`src/sv/rsi_pkg.sv`:
```
package rsi_pkg;

  localparam int ROOT_W = 32;
  localparam int SQRT_STAGES = ROOT_W;

  typedef enum logic [2:0] {
    REG_CENTER_X = 3'd0,
    REG_CENTER_Y = 3'd1,
    REG_CENTER_Z = 3'd2,
    REG_RADIUS_SQ = 3'd3,
    REG_NEAR_CLIP = 3'd4,
    REG_FAR_CLIP = 3'd5
  } rsi_reg_t;

  localparam logic signed [31:0] RST_CENTER_X = 32'sd3604480;
  localparam logic signed [31:0] RST_CENTER_Y = 32'sd0;
  localparam logic signed [31:0] RST_CENTER_Z = 32'sd0;
  localparam logic [30:0] RST_RADIUS_SQ = 31'd6553600;
  localparam logic signed [31:0] RST_NEAR_CLIP = 32'sd0;
  localparam logic signed [31:0] RST_FAR_CLIP = 32'sd2147483647;

  // square root pipeline payload
  typedef struct packed {
    logic none;
    logic signed [31:0] b;
    logic [63:0] rem;
    logic [ROOT_W-1:0] root;
  } rsi_sq_t;

  function automatic logic signed [31:0] sat32(input logic signed [63:0] x);
    logic signed [63:0] hi;
    logic signed [63:0] lo;
    hi = 64'sd2147483647;
    lo = -64'sd2147483648;
    if (x > hi) begin
      return 32'sh7fffffff;
    end else if (x < lo) begin
      return 32'sh80000000;
    end
    return x[31:0];
  endfunction

endpackage

```
`src/sv/rsi_sqrt_stage.sv`:
```
module rsi_sqrt_stage #(
  parameter int BIT = 31
) (
  input  logic             clk,
  input  logic             rst_n,
  input  logic             in_valid,
  output logic             in_ready,
  input  rsi_pkg::rsi_sq_t in_data,
  output logic             out_valid,
  input  logic             out_ready,
  output rsi_pkg::rsi_sq_t out_data
);
  import rsi_pkg::*;

  logic       valid_r;
  rsi_sq_t    data_r;
  rsi_sq_t    data_nxt;
  logic [64:0] trial;
  logic       take;

  // (2*root + 2^bit) * 2^bit, root holds only bits above this one
  always_comb begin
    trial = (65'(in_data.root) << (BIT + 1)) | (65'(1) << (2 * BIT));
    take = {1'b0, in_data.rem} >= trial;
    data_nxt = in_data;
    if (take) begin
      data_nxt.rem = in_data.rem - trial[63:0];
      data_nxt.root = in_data.root | (ROOT_W'(1) << BIT);
    end
  end

  assign in_ready = !valid_r || out_ready;

  always_ff @(posedge clk) begin
    if (!rst_n) begin
      valid_r <= 1'b0;
    end else if (in_ready) begin
      valid_r <= in_valid;
    end
  end

  always_ff @(posedge clk) begin
    if (in_ready) begin
      data_r <= data_nxt;
    end
  end

  assign out_valid = valid_r;
  assign out_data = data_r;

endmodule

```
`config.mk`:
```
export PLATFORM = sky130hd
export DESIGN_NAME = rsi_sqrt_stage
export DESIGN_NICKNAME = d
export VERILOG_FILES = /design/src/sv/rsi_pkg.sv /design/src/sv/rsi_sqrt_stage.sv
export SDC_FILE = /design/constraint.sdc
export NUM_CORES = 1
export LEC_CHECK = 0
export ABC_AREA = 1
export BUFFER_PORTS_ARGS = -buffer_cell sky130_fd_sc_hd__buf_2
export CAP_MARGIN = 20
export CORE_MARGIN = 4
export CORE_UTILIZATION = 29
export CTS_CLUSTER_SIZE = 16
export DETAILED_ROUTE_END_ITERATION = 8
export GPL_ROUTABILITY_DRIVEN = 0
export GPL_TIMING_DRIVEN = 0
export REMOVE_ABC_BUFFERS = 1
export SLEW_MARGIN = 20
export SYNTH_ARGS = -nofsm -noshare
export SYNTH_HDL_FRONTEND = slang
export SYNTH_SLANG_ARGS = --single-unit
```
`constraint.sdc`:
```
create_clock -name clk -period 10.98 [get_ports clk]
set_clock_uncertainty 0.2 [all_clocks]
set_input_delay 2.196 -clock clk [delete_from_list [all_inputs] [get_ports clk]]
set_output_delay 2.196 -clock clk [all_outputs]
set_load 0.01 [all_outputs]
```
* Word-level counts from Yosys, hierarchy flattened
Cells that the tools add are included.
Operators by class: $lt $le $gt $ge 1, add/subtract/negate cells 1, mux-type cells 1, reductions and logical operators 2
Operators with widths (count):
- $mux W96 | 1
- $ge A64 B64 Y1 | 1
- $sub A64 B64 Y64 | 1
- $logic_not A1 Y1 | 1
- $logic_or A1 B1 Y1 | 1
Storage, ports and cells: flip-flop bits (word level) 130, output and inout port bits 131, bits of input ports 133, logic and storage cells 11

* Longest topological paths before layout
word-level depth 2, depth in mapped cells 15, mapped depth without buffers 15

* Worst setup path before layout
Ideal clock, no wire load.
path kind input to output, from input port out_ready, to output port in_ready, path slack 3.565 ns, path buffers 0, arrival 5.019 ns, stages 2, data required time 8.584 ns, path through inv_1 > nand2_1
On the way: longest elaborated chain between the ends 1
Ends and longest elaborated chain:
- from (decl) | line rsi_sqrt_stage.sv:10 | input logic out_ready,
- $logic_or A1 B1 Y1 | line rsi_sqrt_stage.sv:32 | assign in_ready = !valid_r || out_ready;
- to (decl) | line rsi_sqrt_stage.sv:7 | output logic in_ready,
Every way passes these cells.

* Worst setup path after layout
Ends and elaborated chain as after synthesis.

==> impl_metrics.json <==
{
  "pre_cts_ws_ps": 5590,
  "async_flop_share_pct": 0,
  "endpoint_kind": "primary output",
  "antenna_found_initial": 1,
  "synth_cell_types": 31,
  "min_path_type": "reg -> reg",
  "grt_pass1_wl_um": 30300,
  "power_density_nw_per_um2": 151,
  "yosysTopAreaCellShare_pct": 54.1,
  "cts_root_buf": "clkbuf_16",
  "rows": 57,
  "p_leak_nw": 4.92,
  "rr_endpoint": "out_data[107]",
  "fin_util_pct": 38.8,
  "layout.cells.non_filler": 1442,
  "cts_tree": "yes",
  "syn_avg_cell_area_um2": 8.64,
  "seqPwrFrac_pct": 42.5,
  "routed_wl_um": 21000,
  "grt_max_degree": 54,
  "layout_setup_ws_ps": 5610,
  "fin_setup_tns_ps": 0,
  "critPathKind": "in -> out",
  "synthMuxAreaShare_pct": 0,
  "chipHeight_um": 165,
  "maxCapViolCount": 0,
  "post-dp-hpwl_um": 16800,
  "relSlewSlack_pct": 45.4,
  "ys_seq_area_share_pct": 54.4,
  "timing.fmax_mhz": 186,
  "min_period_ps": 5370,
  "synth_top_family_by_area": "simple AND/OR/NAND/NOR gates",
  "wire_per_inst_um": 14.5,
  "synth-adder-area-share_pct": 5.70,
  "initial_core_util_pct": 29.4,
  "cp_max_fo": 34,
  "synth_area_leaders": "edfxtp_1 (54%), nand2_1 (15%), inv_1 (9.3%)",
  "ant_nets": 0,
  "netlist_top_cells_count": "nand2_1 (280), inv_1 (178), edfxtp_1 (129)",
  "place_area_um2": 8870,
  "worstMarginPinSlew_ps": 819,
  "antenna_cells": 0,
  "synth_warnings": 0,
  "drt_first_pass_iters": 7,
  "status": "completed",
  "power_switching_share_pct": 30.2,
  "synth-compound-area-share_pct": 2.95,
  "die_w_um": 165,
  "fillers": 2537,
  "hold_slack_ps": 746,
  "syn_inst": 829,
  "peakVddDrop_mv": 0.0808,
  "hold_end": "out_valid",
  "area_growth_pct": 31.8,
  "ioPinCount": 264,
  "hold_start": "out_valid",
  "syn_area_um2": 7160,
  "cts_resized": 0,
  "rrSetupSlack_ps": 9380,
  "comb_power_share_pct": 18.9,
  "yosys.area_share.simple_pct": 24.7,
  "via_per_inst": 4.26,
  "postCtsSetupBuffers": 0,
  "clkTransAtPathRegs_ps": 60,
  "clk_latency_ps": 410,
  "synth_edf_count": 129,
  "ys_ff_latch": 130,
  "synth_area_leader_cell": "edfxtp_1",
  "drc_errors": 0,
  "finalInstanceArea_um2": 9440,
  "grtUsageTotal_pct": 14.8,
  "grt_pass1_vias": 5700,
  "ys.flop_type": "edfxtp_1",
  "dr_total_vias": 6144,
  "required_ps": 8580,
  "synth_most_common_cell": "nand2_1",
  "worstReg2RegStart": "out_valid",
  "cts_buffers": 17,
  "p_switching_mw": 0.431,
  "setup_violations": 0,
  "dr.first_iter.drc_count": 272,
  "p_total_mw": 1.43,
  "min_period_over_period_pct": 48.9,
  "htree_levels": 4,
  "holdPathStages": 2,
  "drv_slew": 0,
  "finalHoldViolations": 0,
  "die_area_um2": 27300,
  "coreArea_um2": 24300,
  "cp.arrival_ps": 2980,
  "clockBufferDepth": 2,
  "clkPwrFrac_pct": 38.6,
  "yosys.area_share.xor_xnor_pct": 1.84,
  "ctsHoldBuffers": 0,
  "startpoint_type": "input port",
  "portBuffers": 263,
  "internal_power_mw": 0.997,
  "fin_nets": 1270,
  "clock_sinks": 130,
  "grt-ovfl-total": 0,
  "grt_setup_unrepaired": "false",
  "dp_cells": 1410,
  "layout-drive-gt1-share_pct": 28.0,
  "r2r_cells": 2
}
kinds of logic after synthesis:
family	count (synthesis)
AND/OR/NAND/NOR	423
buffers and inverters	189
adder cells (fa/ha/maj)	32
XOR/XNOR	15
flip-flops	130
AO/OA/AOI/OAI	40
sequential cells by signal, indices dropped and copies added (netlist names):
register   count
out_valid      1
out_data     129
metal layers:
metal / GRT usage (%) / part of all wire, % / vias up
met2: 25.1 / 48 / 234
met1: 18.2 / 42 / 2708
met3: 4.10 / 8.6 / 27
li1: - / - / 3173
met4: 4.84 / 1.7 / 2
met5: 0 / 0.033 / -
how the worst max path moves through the flow:
stage / startpoint / depth (start not counted) / to / slack [ps]
after floorplan: out_ready / 2 / in_ready / 3560
after global routing: out_ready / 4 / in_ready / 5520
after global placement: out_ready / 4 / in_ready / 1730
after CTS: out_ready / 4 / in_ready / 5600
final: out_ready / 4 / in_ready / 5610
after detailed placement: in_data[23] / 11 / out_data[85] / 5590
cell usage in the layout (no fill, tap or decap), types with 4 or more instances in the layout:
cell / instances
nor2_1: 58
nand2_2: 4
nor3_1: 5
xor2_1: 13
buf_2: 263
nand3_1: 40
edfxtp_1: 129
nand4_1: 20
a21oi_1: 17
ha_1: 31
nor2_2: 5
inv_6: 6
clkbuf_16: 17
o21ai_0: 15
o21ai_1: 4
nand2_1: 279
and2_1: 4
inv_1: 178
final cells by class:
class                      instances  area (µm²)  share of cell area (%)
clock inverter                    15         139                    1.47
sequential                       130        3890                    41.3
multi-input combinational        510        2520                    26.7
clock buffer                      17         425                    4.51
tap                              324         405                    4.30
timing repair buffer             265        1370                    14.5
inverter                         181         679                    7.20
power by group through the flow:
stage	registers [mW]	clock network, mW	logic [mW]
floorplan	0.647	0	0.130
global placement	0.621	0	0.269
detailed placement	0.618	0	0.273
CTS	0.608	0.570	0.274
global route	0.611	0.595	0.305
finish	0.607	0.551	0.270
worst max-delay path, cell delays in order:
cell     delay [ps]
buf_2            80
inv_1            50
nand2_4         390
buf_2           230
(Power assumes the default switching activity.)
